**src/hw/rtl/mesp_pkg.sv**
```systemverilog
// ----------------------------------------------------------------------------
// MADT entry stream parser package
// Shared types, codes and sizes for the entry stream parser.
// ----------------------------------------------------------------------------
package mesp_pkg;

  localparam int unsigned CNT_W       = 13;
  localparam int unsigned ADDR_W      = 64;
  localparam int unsigned QUEUE_DEPTH = 4;

  localparam logic [CNT_W-1:0] CNT_MAX = 13'd8191;

  localparam logic [7:0] TYPE_LOCAL    = 8'd0;
  localparam logic [7:0] TYPE_IO       = 8'd1;
  localparam logic [7:0] TYPE_OVERRIDE = 8'd5;

  localparam logic [7:0] ENABLE_MASK = 8'h01;

  typedef enum logic [2:0] {
    ST_OK          = 3'd0,
    ST_LEN_UNDER_2 = 3'd1,
    ST_PAST_END    = 3'd2,
    ST_SHORT_LOCAL = 3'd3,
    ST_SHORT_IO    = 3'd4,
    ST_UNDER_TWO   = 3'd5
  } status_t;

  typedef enum logic [1:0] {
    REG_AREA_LENGTH = 2'd0,
    REG_BOOT_CPU_ID = 2'd1,
    REG_HEADER_ADDR = 2'd2
  } reg_index_t;

  localparam logic KIND_SLOT    = 1'b0;
  localparam logic KIND_SUMMARY = 1'b1;

  typedef struct packed {
    logic              has_slot;
    logic              has_sum;
    logic [CNT_W-1:0]  slot;
    logic [7:0]        id;
    logic [CNT_W-1:0]  enabled_count;
    logic [CNT_W-1:0]  other_count;
    logic              boot_found;
    logic [ADDR_W-1:0] addr;
    status_t           sum_status;
  } event_t;

endpackage

```
**src/hw/rtl/mesp_front.sv**
```systemverilog
// ----------------------------------------------------------------------------
// MADT entry stream parser front end
// Accepts one byte per cycle whenever the event queue has room, frames entries and produces result events.
// ----------------------------------------------------------------------------
module mesp_front (
  input  logic                 clk,
  input  logic                 rst,
  input  logic                 in_valid,
  output logic                 in_ready,
  input  logic [7:0]           data_byte,
  input  logic [15:0]          area_length,
  input  logic [7:0]           boot_cpu_id,
  input  logic [31:0]          header_controller_addr,
  input  logic                 q_full,
  output logic                 push,
  output mesp_pkg::event_t     push_data
);

  logic [15:0]                area_pos, area_pos_next;
  logic [7:0]                 entry_pos, entry_pos_next;
  logic [7:0]                 entry_type, entry_type_next;
  logic [7:0]                 entry_len, entry_len_next;
  logic [7:0]                 latched_id, latched_id_next;
  logic                       enable_bit, enable_bit_next;
  logic [63:0]                addr_shift, addr_shift_next;
  logic [63:0]                override_addr, override_addr_next;
  logic [mesp_pkg::CNT_W-1:0] next_slot, next_slot_next;
  logic [mesp_pkg::CNT_W-1:0] enabled_total, enabled_total_next;
  logic                       boot_seen, boot_seen_next;
  mesp_pkg::status_t          stop_status, stop_status_next;
  logic                       stopped, stopped_next;

  logic                       accept;
  logic [16:0]                len_eff;
  logic signed [17:0]         left;
  logic signed [17:0]         rem;
  logic                       final_byte;
  logic                       slot_hit;
  logic [mesp_pkg::CNT_W-1:0] slot_val;
  mesp_pkg::status_t          sum_status;

  assign in_ready = !q_full;
  assign accept   = in_valid && in_ready;

  assign len_eff    = (area_length == 16'd0) ? 17'h10000 : {1'b0, area_length};
  assign left       = $signed({1'b0, len_eff}) - $signed({2'b00, area_pos});
  assign rem        = left + 18'sd1;
  assign final_byte = (area_pos == area_length - 16'd1);

  always_comb begin
    area_pos_next      = area_pos + 16'd1;
    entry_pos_next     = entry_pos;
    entry_type_next    = entry_type;
    entry_len_next     = entry_len;
    latched_id_next    = latched_id;
    enable_bit_next    = enable_bit;
    addr_shift_next    = addr_shift;
    override_addr_next = override_addr;
    next_slot_next     = next_slot;
    enabled_total_next = enabled_total;
    boot_seen_next     = boot_seen;
    stop_status_next   = stop_status;
    stopped_next       = stopped;
    slot_hit           = 1'b0;
    slot_val           = '0;

    if (!stopped) begin
      if (entry_pos == 8'd0) begin
        if (left < 18'sd3) begin
          stopped_next = 1'b1;
        end else begin
          entry_type_next = data_byte;
          entry_pos_next  = 8'd1;
        end
      end else if (entry_pos == 8'd1) begin
        entry_len_next = data_byte;
        if (data_byte < 8'd2) begin
          stopped_next     = 1'b1;
          stop_status_next = mesp_pkg::ST_LEN_UNDER_2;
        end else if ($signed({10'd0, data_byte}) > rem) begin
          stopped_next     = 1'b1;
          stop_status_next = mesp_pkg::ST_PAST_END;
        end else if (entry_type == mesp_pkg::TYPE_LOCAL && data_byte < 8'd8) begin
          stopped_next     = 1'b1;
          stop_status_next = mesp_pkg::ST_SHORT_LOCAL;
        end else if (entry_type == mesp_pkg::TYPE_IO && data_byte < 8'd12) begin
          stopped_next     = 1'b1;
          stop_status_next = mesp_pkg::ST_SHORT_IO;
        end else if (data_byte == 8'd2) begin
          entry_pos_next = 8'd0;
        end else begin
          entry_pos_next = 8'd2;
        end
      end else begin
        if (entry_type == mesp_pkg::TYPE_LOCAL) begin
          if (entry_pos == 8'd3) begin
            latched_id_next = data_byte;
          end
          if (entry_pos == 8'd4) begin
            enable_bit_next = |(data_byte & mesp_pkg::ENABLE_MASK);
          end
        end else if (entry_type == mesp_pkg::TYPE_OVERRIDE) begin
          for (int k = 0; k < 8; k++) begin
            if (entry_pos == 8'(4 + k)) begin
              addr_shift_next[8*k +: 8] = addr_shift[8*k +: 8] | data_byte;
            end
          end
        end
        if ({1'b0, entry_pos} + 9'd1 >= {1'b0, entry_len}) begin
          if (entry_type == mesp_pkg::TYPE_LOCAL && enable_bit_next) begin
            slot_hit = 1'b1;
            if (enabled_total < mesp_pkg::CNT_MAX) begin
              enabled_total_next = enabled_total + 13'd1;
            end
            if (latched_id_next == boot_cpu_id) begin
              slot_val       = '0;
              boot_seen_next = 1'b1;
            end else begin
              slot_val = next_slot;
              if (next_slot < mesp_pkg::CNT_MAX) begin
                next_slot_next = next_slot + 13'd1;
              end
            end
          end else if (entry_type == mesp_pkg::TYPE_OVERRIDE && entry_len >= 8'd12) begin
            override_addr_next = addr_shift_next;
          end
          entry_pos_next  = 8'd0;
          addr_shift_next = '0;
          latched_id_next = '0;
          enable_bit_next = 1'b0;
        end else begin
          entry_pos_next = entry_pos + 8'd1;
        end
      end
    end

    sum_status = stop_status_next;
    if (stop_status_next == mesp_pkg::ST_OK && enabled_total_next < 13'd2) begin
      sum_status = mesp_pkg::ST_UNDER_TWO;
    end

    push_data.has_slot      = slot_hit;
    push_data.has_sum       = final_byte;
    push_data.slot          = slot_val;
    push_data.enabled_count = enabled_total_next;
    push_data.other_count   = next_slot_next - 13'd1;
    push_data.boot_found    = boot_seen_next;
    push_data.addr          = (override_addr_next != 64'd0) ? override_addr_next
                                                            : {32'd0, header_controller_addr};
    push_data.sum_status    = sum_status;

    if (slot_hit) begin
      push_data.id = (entry_pos == 8'd3) ? data_byte : latched_id;
    end else begin
      push_data.id = '0;
    end

    if (final_byte) begin
      area_pos_next      = '0;
      entry_pos_next     = '0;
      entry_type_next    = '0;
      entry_len_next     = '0;
      latched_id_next    = '0;
      enable_bit_next    = 1'b0;
      addr_shift_next    = '0;
      override_addr_next = '0;
      next_slot_next     = 13'd1;
      enabled_total_next = '0;
      boot_seen_next     = 1'b0;
      stop_status_next   = mesp_pkg::ST_OK;
      stopped_next       = 1'b0;
    end
  end

  assign push = accept && (slot_hit || final_byte);

  always_ff @(posedge clk) begin
    if (rst) begin
      area_pos      <= '0;
      entry_pos     <= '0;
      entry_type    <= '0;
      entry_len     <= '0;
      latched_id    <= '0;
      enable_bit    <= 1'b0;
      addr_shift    <= '0;
      override_addr <= '0;
      next_slot     <= 13'd1;
      enabled_total <= '0;
      boot_seen     <= 1'b0;
      stop_status   <= mesp_pkg::ST_OK;
      stopped       <= 1'b0;
    end else if (accept) begin
      area_pos      <= area_pos_next;
      entry_pos     <= entry_pos_next;
      entry_type    <= entry_type_next;
      entry_len     <= entry_len_next;
      latched_id    <= latched_id_next;
      enable_bit    <= enable_bit_next;
      addr_shift    <= addr_shift_next;
      override_addr <= override_addr_next;
      next_slot     <= next_slot_next;
      enabled_total <= enabled_total_next;
      boot_seen     <= boot_seen_next;
      stop_status   <= stop_status_next;
      stopped       <= stopped_next;
    end
  end

endmodule

```
**src/hw/rtl/mesp_queue.sv**
```systemverilog
// ----------------------------------------------------------------------------
// MADT entry stream parser event queue
// Small first-in first-out buffer between the front end and the back end.
// ----------------------------------------------------------------------------
module mesp_queue #(
  parameter int unsigned DEPTH = mesp_pkg::QUEUE_DEPTH
) (
  input  logic             clk,
  input  logic             rst,
  input  logic             push,
  input  mesp_pkg::event_t push_data,
  output logic             full,
  input  logic             pop,
  output logic             q_valid,
  output mesp_pkg::event_t q_data
);

  localparam int unsigned PW = (DEPTH > 1) ? $clog2(DEPTH) : 1;
  localparam int unsigned CW = $clog2(DEPTH + 1);

  mesp_pkg::event_t mem [DEPTH];
  logic [PW-1:0]    wr_ptr;
  logic [PW-1:0]    rd_ptr;
  logic [CW-1:0]    count;

  assign full    = (count == CW'(DEPTH));
  assign q_valid = (count != '0);
  assign q_data  = mem[rd_ptr];

  always_ff @(posedge clk) begin
    if (push) begin
      mem[wr_ptr] <= push_data;
    end
  end

  always_ff @(posedge clk) begin
    if (rst) begin
      wr_ptr <= '0;
      rd_ptr <= '0;
      count  <= '0;
    end else begin
      if (push) begin
        wr_ptr <= (wr_ptr == PW'(DEPTH - 1)) ? '0 : wr_ptr + PW'(1);
      end
      if (pop) begin
        rd_ptr <= (rd_ptr == PW'(DEPTH - 1)) ? '0 : rd_ptr + PW'(1);
      end
      if (push && !pop) begin
        count <= count + CW'(1);
      end else if (pop && !push) begin
        count <= count - CW'(1);
      end
    end
  end

endmodule

```
**src/hw/rtl/mesp_back.sv**
```systemverilog
// ----------------------------------------------------------------------------
// MADT entry stream parser back end
// Holds one event and delivers its slot result, its summary result, or both in that order.
// ----------------------------------------------------------------------------
module mesp_back (
  input  logic                        clk,
  input  logic                        rst,
  input  logic                        q_valid,
  input  mesp_pkg::event_t            q_data,
  output logic                        pop,
  output logic                        out_valid,
  input  logic                        out_ready,
  output logic                        result_kind,
  output logic [mesp_pkg::CNT_W-1:0]  cpu_slot,
  output logic [7:0]                  controller_id,
  output logic [mesp_pkg::CNT_W-1:0]  enabled_count,
  output logic [mesp_pkg::CNT_W-1:0]  other_cpu_count,
  output logic                        boot_cpu_found,
  output logic [mesp_pkg::ADDR_W-1:0] controller_addr,
  output logic [2:0]                  status,
  output logic                        last_result
);

  mesp_pkg::event_t cur;
  logic             cur_valid;
  logic             phase;
  logic             take;
  logic             advance;

  assign result_kind = (cur.has_slot && !phase) ? mesp_pkg::KIND_SLOT
                                                : mesp_pkg::KIND_SUMMARY;
  assign last_result = (result_kind == mesp_pkg::KIND_SUMMARY) || !cur.has_sum;

  assign out_valid       = cur_valid;
  assign cpu_slot        = (result_kind == mesp_pkg::KIND_SLOT) ? cur.slot : '0;
  assign controller_id   = (result_kind == mesp_pkg::KIND_SLOT) ? cur.id : '0;
  assign enabled_count   = cur.enabled_count;
  assign other_cpu_count = cur.other_count;
  assign boot_cpu_found  = cur.boot_found;
  assign controller_addr = cur.addr;
  assign status          = (result_kind == mesp_pkg::KIND_SLOT) ? 3'(mesp_pkg::ST_OK)
                                                                : 3'(cur.sum_status);

  assign take    = cur_valid && out_ready;
  assign advance = !cur_valid || (take && last_result);
  assign pop     = advance && q_valid;

  always_ff @(posedge clk) begin
    if (advance) begin
      cur <= q_data;
    end
  end

  always_ff @(posedge clk) begin
    if (rst) begin
      cur_valid <= 1'b0;
      phase     <= 1'b0;
    end else if (advance) begin
      cur_valid <= q_valid;
      phase     <= 1'b0;
    end else if (take) begin
      phase <= 1'b1;
    end
  end

endmodule

```
**src/hw/rtl/madt_entry_stream_parser.sv**
```systemverilog
// ----------------------------------------------------------------------------
// MADT entry stream parser
// Parses the entry area of an interrupt controller table one byte per request
// and reports processor slot assignments and an end-of-area summary.
// ----------------------------------------------------------------------------
// The parser takes one byte per clock cycle whenever its event queue has
// room; the byte-by-byte framing logic in the front end updates all parse
// state as it takes a byte, so a byte never waits on an earlier one. A byte
// that completes an enabled local controller entry, or is the last byte of
// the area, writes one event into a queue of QUEUE_DEPTH entries; the back
// end loads each event into its own register and then presents its results.
// Each result is held on the output until out_ready takes it; an area's last
// byte that also ends an enabled local entry is the only byte that yields two
// results, its slot result and then the summary. Configuration registers are
// written through cfg_we, cfg_index and cfg_data; the user must write them
// only while the parser is idle, as the block itself does not enforce it.
module madt_entry_stream_parser #(
  parameter int unsigned QUEUE_DEPTH = mesp_pkg::QUEUE_DEPTH
) (
  input  logic                        clk,
  input  logic                        rst,
  input  logic                        cfg_we,
  input  logic [1:0]                  cfg_index,
  input  logic [31:0]                 cfg_data,
  input  logic                        in_valid,
  output logic                        in_ready,
  input  logic [7:0]                  data_byte,
  output logic                        out_valid,
  input  logic                        out_ready,
  output logic                        result_kind,
  output logic [mesp_pkg::CNT_W-1:0]  cpu_slot,
  output logic [7:0]                  controller_id,
  output logic [mesp_pkg::CNT_W-1:0]  enabled_count,
  output logic [mesp_pkg::CNT_W-1:0]  other_cpu_count,
  output logic                        boot_cpu_found,
  output logic [mesp_pkg::ADDR_W-1:0] controller_addr,
  output logic [2:0]                  status,
  output logic                        last_result
);

  logic [15:0]      area_length;
  logic [7:0]       boot_cpu_id;
  logic [31:0]      header_controller_addr;

  logic             q_full;
  logic             push;
  mesp_pkg::event_t push_data;
  logic             pop;
  logic             q_valid;
  mesp_pkg::event_t q_data;

  always_ff @(posedge clk) begin
    if (rst) begin
      area_length            <= 16'd1;
      boot_cpu_id            <= '0;
      header_controller_addr <= '0;
    end else if (cfg_we) begin
      unique case (cfg_index)
        mesp_pkg::REG_AREA_LENGTH: area_length            <= cfg_data[15:0];
        mesp_pkg::REG_BOOT_CPU_ID: boot_cpu_id            <= cfg_data[7:0];
        mesp_pkg::REG_HEADER_ADDR: header_controller_addr <= cfg_data;
        default: ;
      endcase
    end
  end

  mesp_front u_front (
    .clk                    (clk),
    .rst                    (rst),
    .in_valid               (in_valid),
    .in_ready               (in_ready),
    .data_byte              (data_byte),
    .area_length            (area_length),
    .boot_cpu_id            (boot_cpu_id),
    .header_controller_addr (header_controller_addr),
    .q_full                 (q_full),
    .push                   (push),
    .push_data              (push_data)
  );

  mesp_queue #(
    .DEPTH (QUEUE_DEPTH)
  ) u_queue (
    .clk       (clk),
    .rst       (rst),
    .push      (push),
    .push_data (push_data),
    .full      (q_full),
    .pop       (pop),
    .q_valid   (q_valid),
    .q_data    (q_data)
  );

  mesp_back u_back (
    .clk             (clk),
    .rst             (rst),
    .q_valid         (q_valid),
    .q_data          (q_data),
    .pop             (pop),
    .out_valid       (out_valid),
    .out_ready       (out_ready),
    .result_kind     (result_kind),
    .cpu_slot        (cpu_slot),
    .controller_id   (controller_id),
    .enabled_count   (enabled_count),
    .other_cpu_count (other_cpu_count),
    .boot_cpu_found  (boot_cpu_found),
    .controller_addr (controller_addr),
    .status          (status),
    .last_result     (last_result)
  );

endmodule
```
**config.mk**
```make
export PLATFORM = sky130hd
export DESIGN_NAME = madt_entry_stream_parser
export DESIGN_NICKNAME = d
export VERILOG_FILES = /design/src/hw/rtl/mesp_pkg.sv /design/src/hw/rtl/mesp_front.sv /design/src/hw/rtl/mesp_queue.sv /design/src/hw/rtl/mesp_back.sv /design/src/hw/rtl/madt_entry_stream_parser.sv
export SDC_FILE = /design/constraint.sdc
export NUM_CORES = 1
export LEC_CHECK = 0
export BUFFER_PORTS_ARGS = -buffer_cell sky130_fd_sc_hd__clkbuf_2
export CAP_MARGIN = 20
export CORE_MARGIN = 2
export CORE_UTILIZATION = 56
export DETAILED_ROUTE_END_ITERATION = 8
export PLACE_DENSITY = 0.73
export RECOVER_POWER = 50
export SETUP_SLACK_MARGIN = 0.5
export SLEW_MARGIN = 25
export SYNTH_ARGS = -nofsm -noshare
export SYNTH_HDL_FRONTEND = slang
export SYNTH_SLANG_ARGS = --single-unit
```
**constraint.sdc**
```tcl
create_clock -name clk -period 6.4 [get_ports clk]
set_clock_uncertainty 0.05 [all_clocks]
set_input_delay 0.32 -clock clk [delete_from_list [all_inputs] [get_ports clk]]
set_output_delay 0.32 -clock clk [all_outputs]
set_load 0.005 [all_outputs]
```
### Yosys cells after proc, flatten, opt, wreduce, memory -nomap -nowiden

Memory sizes are Yosys's and may differ from the RTL's. A register that Yosys moved wholly into a read port is not among the register bits.
Index checks and enable logic that the tools add are counted.

* flip-flop bits (word level): 273
* bits in writable memories: 468
* bits of input ports: 47
* output and inout port bits: 119
* word-level logic and storage cells: 248
* memories: 1

Memories
* u_queue.mem: depth 4, bits a word 117, read ports 1, clocked after memory_dff 1, write ports 1, line mesp_queue.sv:21 `mesp_pkg::event_t mem [DEPTH];`

* add/subtract/negate cells: 13
* magnitude comparators: 10
* eq/ne operators: 29
* multiplexer cells: 126
* bitwise logic cells: 8
* reduce and logical (&&, ||, !) cells: 40

Operator list (count)
* $mux 64: 15
* $mux 8: 38
* $mux 13: 22
* $or 8x8->8: 8
* $reduce_bool 64->1: 1
* $eq 8x3->1 const B: 5
* $mux 3: 12
* $mux 1: 34
* $eq 8x4->1 const B: 4
* $add 13x1->13 const B: 2
* $lt 13x13->1 const B: 2
* $add 18x2->18 const B: 1
* $gt 9x18->1: 1
* $lt 18x3->1 const B: 1
* $sub 17x16->18: 1
* $mux 17: 1
* $add 16x1->16 const B: 1
* $eq 16x16->1: 1
* $eq 8x1->1 const B: 2
* $eq 8x2->1 const B: 2
* $logic_not 16->1: 1
* $logic_not 8->1: 2
* $lt 8x4->1 const B: 2
* $mux 16: 1
* other kinds (31): 66

### Longest topological paths before layout

Gate-level depths: netlist (run 1).

* word-level depth: 18
* depth in mapped cells: 24
* gate-level depth less buffers: 23

### By module

From an unflattened synthesis (run 1), not the netlist that was laid out.

* cell total of the unflattened synthesis: 3000
* area, all modules: 37900.1 um2

Modules (own cells, without submodules)
* mesp_queue: instances 1, cells each 655, area each 17285.3 um2, sequential area each 14233.7 um2
* mesp_front: instances 1, cells each 1873, area each 13751.9 um2, sequential area each 4164.0 um2
* mesp_back: instances 1, cells each 250, area each 4489.3 um2, sequential area each 3553.4 um2
* madt_entry_stream_parser: instances 1, cells each 222, area each 2373.5 um2, sequential area each 1121.1 um2

### Worst setup path after synthesis (run 1)

Ideal clock, no wire load.

* path type: reg-to-reg
* from: reg u_front.entry_pos[0]
* to: mem u_queue.mem[1][0] (netlist name) (enable)
* library setup time: 0.490 ns
* arrival time: 5.743 ns
* required time: 5.860 ns
* path slack: 0.117 ns
* cell stages (with the launch flop): 13
* buffers on the path: 1
* period minus slack after synthesis: 6.283 ns
* cells stage by stage: dfxtp_1 > inv_1 > nor3_1 > and3_1 > nand3_1 > xnor2_1 > ha_1 > nand3_1 > o31ai_1 > nand3_1 > clkbuf_1 > a21oi_2 > and2_1

* word-level cells in the longest chain between the ends: 16
* elaborated cells on any way between the ends: 20
* classes of those cells: add/sub (1); order compare (1); eq/ne (2); mux (12); reduce/logical (4)

RTL lines
* start, declared: line mesp_front.sv:20 `logic [7:0] entry_pos, entry_pos_next;`
* start signal, assigned: line mesp_front.sv:194 `entry_pos <= entry_pos_next;`
* parallel branches: the longest is 10 deep, another holds $add 8x1->9
* $mux 1 *: line mesp_front.sv:68 `if (entry_pos == 8'd0) begin`
* $mux 1 *: line mesp_front.sv:67 `if (!stopped) begin`
* $logic_or 1x1->1 *: line mesp_front.sv:175 `assign push = accept && (slot_hit || final_byte);`
* $logic_and 1x1->1 *: line mesp_front.sv:175
* net push: line madt_entry_stream_parser.sv:46 `logic push;`
* $mux 1 *: line mesp_queue.sv:31 `if (push) begin`
* $mux 1 (implied by the code) *: line mesp_queue.sv:32 `mem[wr_ptr] <= push_data;`
* end, declared: line mesp_queue.sv:21

Mark *: on every way through the listed nets, which the timed path passes. The select of a mux whose other input is x is not followed.

==> results.md, run 1 <==
* Hold Path Class: input pin to flip-flop
* Leakage at between 10 and 15 nW
* Dpl cells at 3768
* Synth warnings at 0
* Ranking of synthesized cells by area: edfxtp_1, dfxtp_1, mux4_2
* Synth area leader: edfxtp_1
* Worst skew pair latency at approximately 0.64 ns
* Clock Sink Count at 858
* Count of flip-flops with a built-in enable after synthesis at 585
* Final std cell area, no fill at 40930 µm²
* TritonCTS clock tree: built
* Routed Antenna Nets at 0
* Gr usage total at 0.2621
* Vias in the first global route at 23540
* Top-Level Pins at 166
* Worst Hold Slack at 0.09431 ns
* Clk root buf: clkbuf_16
* Violated checks: capacitance limit, slew limit
* RSZ-0062 raised after global routing: no
* 1st-iter DRT viols at about 2400
* Setup crit end kind: flip-flop
* Commonest cells in the synthesized netlist: edfxtp_1, a21oi_1, nor2_1
* Die area at ~68000 µm²
* Non-filler instance count after layout at ~4000
* Initial antenna violation count at 1
* Critical path class: flip-flop to flip-flop
* Tmin final at 5.768 ns
* Asr flop ratio synth at 0
* CTS buffer count at 85
* H-tree depth at 3
* Hold Fails Final Rpt at 0
* Layout cells sized above 1 at 0.1385
* Crit path DAT at roughly 6.1 ns
* DR DRC count at 0
* RD Place Congestion at 0.8830
* Largest net degree at the start of global routing at between 80 and 90
* Final setup fails at 0
* Nets at 3128
* Critical Path, Cell by Cell: inv_1 > nor3_1 > and3_1 > nand3_1 > xnor2_1 > ha_1 > nand3_1 > o31ai_2 > nand3_1 > nor3_4 > nand2_1 > o21ai_1 > ha_1 > inv_1 > or3b_1 > nand2b_1 > nor4_2 > xnor2_1
* Worst-margin pin slew at between 4 and 5 ns
* Syn Inst Count at 2966
* Die width at about 260 µm
* Placed cell area at 37860 µm²
* Synth cell types at 84
* Clock tree buffer depth at 3
* Slowest CP cell: nand3_1
* Pwr/cell area at 358.3 nW/µm²
* Synth Register Bits at 858
* Max Fclk at 0.1734 GHz
* CTS clk-pin slew, worst paths at 0.06 ns
* # port buffers at 165
* Num rows at 94
* Via count at 24320
* Routed wire length at 89.85 mm
* Pre-antenna DRT Iters at 6
* Slew HR at -1.888
* Core ar. at 65510 µm²
* Filler cell count at 4899
* Drt wl/cell at 22.68 µm
* First-pass GRT wire length at ~140 mm
* Synthesized area at between 30000 and 40000 µm²
* Peak supply drop at 0.2231 mV
* Synth-to-Final Area Change at 10.97%
* Most frequent CP cell: nand3_1
* Maxcap violations at 7
* Antenna Cells at 0
* Critical Path RT at 6.69 ns
* Die Ht at 260.7 µm
* Slowest cell delay on critical path at ~0.64 ns
* Synth Net Count at 3064
* Vias per cell at 6.139
* Most frequent cell after synthesis: edfxtp_1
* Seq/Total Area, Yosys at 0.6244
* Starting density of the core at 0.5631
* HPWL after DPL at roughly 57 mm
* Final Cycle Share at 0.9012
* Synth Flop Type: edfxtp_1
* Synth top area share at 0.4762
* Worst-path fanout max at 10
* Final TNS setup at 0 ns
* Status: finished, violations left
* Final slew viol count at 407
* Startpoint types: flip-flop
* Global route overflow at 0
* Mapped Avg Cell Area at 12.44 µm²
[state kept, by name, summed over array words and instances, names as in the netlist, 13 cells and up]
register                cells
u_back.enabled_count       13
u_front.addr_shift         64
header_controller_addr     32
u_front.next_slot          13
u_front.area_pos           16
u_back.cur                 26
u_front.enabled_total      13
u_back.controller_addr     64
u_queue.mem               468
u_back.other_cpu_count     13
u_front.override_addr      64
area_length                16
[repair_timing]
action,CTS,global route
pin swaps,0,2
setup endpoints to repair,148,158
endpoints found under the hold margin,66,0
hold buffers,34,0
buffers inserted,0,5
gates resized for setup,2,9
[cell families (layout without fill, tap and decap cells)]
kind of cell	after synthesis	in the layout	share of synthesized area
flops	858	858	0.6244
fa+ha+maj	51	51	0.01771
xor+xnor	95	95	0.02256
buf+inv	327	459	0.04487
mux	151	151	0.08083
simple gates	906	906	0.1172
compound gates	578	578	0.09246
[per-layer routing]
metal,routed length [µm],vias up,share of wire,track usage
li1,-,11020,-,-
met2,42870,1066,0.48,0.4204
met4,2289,2,0.025,0.08270
met1,37940,12080,0.42,0.3681
met3,6737,150,0.075,0.04439
met5,9,-,0.00010,0
[metrics by stage]
stage	utilization	power [W]	setup slack (ns)
finish	0.6249	0.01467	0.6321
global route	0.6249	0.01524	0.2740
CTS	0.6262	0.01481	0.5698
detailed placement	0.5780	0.009842	0.3146
global placement	0.5779	0.009798	0.4776
floorplan	-	0.009126	1.261
[worst max-delay path, delay by kind of cell, from the launching register on]
| family | cells | cell delay (ns) |
|---|---|---|
| and+or+nand+nor | 10 | 3.23 |
| buffers and inverters | 2 | 0.16 |
| adders and majority gates | 2 | 0.52 |
| AOI/OAI and AO/OA | 2 | 0.75 |
| xor gates and xnor gates | 2 | 0.33 |
| DFF | 1 | 0.44 |
[where the power goes]
part           leakage [nW]  switching (W)  internal [W]  total (W)
Clock                  1.38        0.00210       0.00287    0.00497
Combinational          5.14        0.00166       0.00116    0.00282
Sequential             7.85       0.000289       0.00659    0.00687
Total                  14.4        0.00405        0.0106     0.0147
[layout by cell type (no fill, tap or decap), types with 29 or more instances in the layout]
cell           netlist  final
edfxtp_1           585    585
a21oi_1            331    330
nor2_1             294    292
dfxtp_1            273    272
nand2_1            248    248
mux4_2             117    117
nand3_1            108    108
clkbuf_2             1    100
clkbuf_16            0     90
clkbuf_1           122     87
inv_1               59     59
xnor2_1             57     57
a21o_1              49     49
ha_1                49     49
a31oi_1             45     45
a22oi_1             41     41
xor2_1              38     38
nor4_1              39     37
o21ai_0             35     34
dlygate4sd3_1        0     34
and2_0               0     33
mux2i_1             29     29
[worst paths after layout]
check,start,endpoint,slack (ns),cells after the start
worst min register to register,u_front.override_addr[22]$_SDFFE_PP0P_,u_front.override_addr[22]$_SDFFE_PP0P_,0.40,2
worst max register to register,u_front.entry_pos[0]$_SDFFE_PP0P_,u_queue.mem[1][80]$_DFFE_PP_,0.63,18
worst min-delay path,cfg_index[0],area_length[14]$_SDFFE_PP0P_,0.09,4
worst max-delay path,u_front.entry_pos[0]$_SDFFE_PP0P_,u_queue.mem[1][80]$_DFFE_PP_,0.63,18
[area by class of cell]
type / count / area, µm² / area share
flip-flops and latches: 858 / 23040 / 0.5628
repair buffers: 244 / 1513 / 0.03695
clock buffers: 119 / 2481 / 0.06061
well taps: 864 / 1081 / 0.02641
multi-input cells: 1781 / 12270 / 0.2999
inverters: 60 / 225.2 / 0.005502
clock inverters: 36 / 324.1 / 0.007917
Power figures use the tool's default switching activity.
==> run 2: changes to the inputs <==
--- a/config.mk
+++ b/config.mk
@@ -5,11 +5,13 @@
 export SDC_FILE = /design/constraint.sdc
 export NUM_CORES = 1
 export LEC_CHECK = 0
+export ABC_AREA = 1
 export BUFFER_PORTS_ARGS = -buffer_cell sky130_fd_sc_hd__clkbuf_2
 export CAP_MARGIN = 20
 export CORE_MARGIN = 2
 export CORE_UTILIZATION = 56
 export DETAILED_ROUTE_END_ITERATION = 8
+export GPL_ROUTABILITY_DRIVEN = 0
 export PLACE_DENSITY = 0.73
 export RECOVER_POWER = 50
 export SETUP_SLACK_MARGIN = 0.5
==> results.md, run 2 <==
* Synth cell types at 56
* Synth top area share at 0.4515
* Synthesized area at 38910 µm²
* Most frequent cells in the layout: nand2_1, edfxtp_1, nor2_1
* Worst skew pair latency at 0.65 ns
* Antenna Cells at 0
* Maxcap violations at 6
* Clock Sink Count at 858
* Worst Hold Slack at 0.02736 ns
* Top-Level Pins at 166
* Global route overflow at 0
* H-tree depth at 3
* Routed wire length at 94.26 mm
* Count of flip-flops with a built-in enable after synthesis at between 500 and 600
* Setup crit end kind: flip-flop
* Gr usage total at 0.2606
* Critical Path RT at 6.83 ns
* Die Ht at 267.6 µm
* Commonest cells in the synthesized netlist: nand2_1, edfxtp_1, nor2_1
* Num rows at 96
* # port buffers at 165
* Synth Flop Type: edfxtp_1
* Final TNS setup at 0 ns
* Hold Path Class: input pin to flip-flop
* Ranking of synthesized cells by area: edfxtp_1, dfxtp_1, nand2_1
* Mapped Avg Cell Area at around 9.4 µm²
* CTS buffer count at 87
* Critical Path, Cell by Cell: inv_1 > nor3_1 > nand4_1 > nor2_1 > xor2_1 > inv_1 > ha_1 > a21oi_1 > nand2_4 > nand2_4 > clkinvlp_2 > nand2_4 > o21ai_0 > nor2_1 > nand3_1 > nor2_1 > nand2_1 > nor2_4 > buf_4 > nand3_2 > nand2_1
* Max Fclk at 0.1765 GHz
* Starting density of the core at 0.5663
* Most flops, register: u_queue.mem
* 1st-iter DRT viols at 2596
* Drt wl/cell at between 15 and 20 µm
* Die area at 71610 µm²
* Pre-antenna DRT Iters at 8
* Synth warnings at 0
* Slowest cell delay on critical path at 0.71 ns
* HPWL after DPL at between 50 and 60 mm
* Nets at about 4300
* Asr flop ratio synth at 0
* Max FFs per register at roughly 470
* Most frequent cell after synthesis: nand2_1
* Worst-margin pin slew at approximately 4.3 ns
* RSZ-0062 raised after global routing: no
* Tot Pwr at 0.01781 W
* Seq/Total Area, Yosys at 0.5919
* Status: finished, violations left
* Syn Inst Count at 4138
* Leakage at 16.63 nW
* Initial antenna violation count at 0
* Worst-path fanout max at 68
* Clock tree buffer depth at 3
* Layout cells sized above 1 at 0.08017
* Setup slack after layout at 0.7340 ns
* Hold Fails Final Rpt at 0
* Pwr/cell area at about 420 nW/µm²
* Vias in the first global route at 26720
* Slowest CP cell: nor2_4
* Core ar. at 68710 µm²
* Startpoint types: flip-flop
* Most common cell after layout, fill and taps aside: nand2_1
* Violated checks: capacitance limit, slew limit
* TritonCTS clock tree: built
* Final setup fails at 0
* First-pass GRT wire length at 146.2 mm
* Vias per cell at 5.615
* Die width at 267.6 µm
* Tmin final at 5.666 ns
* Synth area leader: edfxtp_1
* DR DRC count at 0
* Synth Net Count at approximately 4200
* Synth-to-Final Area Change at 9.958%
* Critical path class: flip-flop to flip-flop
* CTS clk-pin slew, worst paths at approximately 0.060 ns
* Synth Register Bits at around 860
* Clk root buf: clkbuf_16
* Place WS at 1.279 ns
* Setup Buffers After CTS at 0
* Crit path DAT at 6.10 ns
* Final Cycle Share at 0.8853
* Final slew viol count at 447
* Peak supply drop at around 0.52 mV
* Routed Antenna Nets at 0
* Slew HR at -1.863
* Largest net degree at the start of global routing at about 140
* Via count at 29040
run 2: cell count changes after synthesis, moves of 32 or more:
cell / previous run / this run
a22oi_1: 41 / 1
a21o_1: 49 / 1
xnor2_1: 57 / 9
and2_1: 56 / 4
o21ai_0: 35 / 397
mux4_2: 117 / 0
nand2_1: 248 / 756
inv_1: 59 / 387
nor2_1: 294 / 523
o22ai_1: 7 / 131
a21oi_1: 331 / 258
nor4_1: 39 / 7
run 2: critical path: cells and delay by family (launching register included):
family / cells / cell delay, ns
AND/OR/NAND/NOR: 13 / 3.11
AO/OA/AOI/OAI: 2 / 0.58
adder cells (fa/ha/maj): 1 / 0.18
XOR/XNOR: 1 / 0.22
buffers and inverters: 4 / 0.89
flip-flops: 1 / 0.45
run 2: layout make-up:
cell class	count	area (µm²)
clock inverter	39	349.1
fill	5633	25920
timing repair buffer	231	1385
clock buffer	124	2490
sequential	858	23040
multi-input combinational	2587	12840
tap	931	1165
inverter	402	1516
run 2: cell families (layout without fill, tap and decap cells):
| group | Yosys count | after routing | synth area share |
|---|---|---|---|
| simple gates | 1580 | 1580 | 0.1723 |
| compound gates | 908 | 908 | 0.1287 |
| flops | 858 | 858 | 0.5919 |
| buf+inv | 693 | 796 | 0.07923 |
| fa+ha+maj | 51 | 51 | 0.01679 |
| xor+xnor | 48 | 48 | 0.01116 |
run 2: metal layers:
metal	wire [µm]	global-route usage	vias to the layer above
li1	-	-	14010
met3	6184	0.03135	151
met2	45120	0.4317	998
met1	40500	0.3571	13880
met5	0	0	-
met4	2461	0.08818	0
run 2: final timing paths:
check                                         start                              to  slack, ns  cells after the start
setup / recovery  u_front.entry_pos[0]$_SDFFE_PP0P_    u_queue.mem[3][33]$_DFFE_PP_       0.73                     21
hold / removal                          cfg_data[4]     boot_cpu_id[4]$_SDFFE_PP0P_       0.03                      3
setup reg to reg  u_front.entry_pos[0]$_SDFFE_PP0P_    u_queue.mem[3][33]$_DFFE_PP_       0.73                     21
hold reg to reg      u_front.boot_seen$_SDFFE_PP0P_  u_front.boot_seen$_SDFFE_PP0P_       0.41                      2
run 2: per-stage QoR:
step                cell area [µm²]  instances    util
finish                        42790       5172  0.6227
global route                  42790       5172  0.6227
CTS                           42940       5172  0.6250
detailed placement            39810       4980  0.5794
global placement              39800       4980  0.5793
floorplan                     38920       4138       -
run 2: where the power goes:
part	total [W]	leakage, nW	internal (W)	switching (W)
clock	0.00499	1.39	0.00289	0.00211
sequential	0.00748	7.80	0.00708	0.000407
combinational	0.00533	7.44	0.00154	0.00379
run 2: repair_timing:
action / CTS / global route
resized for setup: 0 / 0
hold buffers: 29 / 0
hold endpoints to repair: 39 / 0
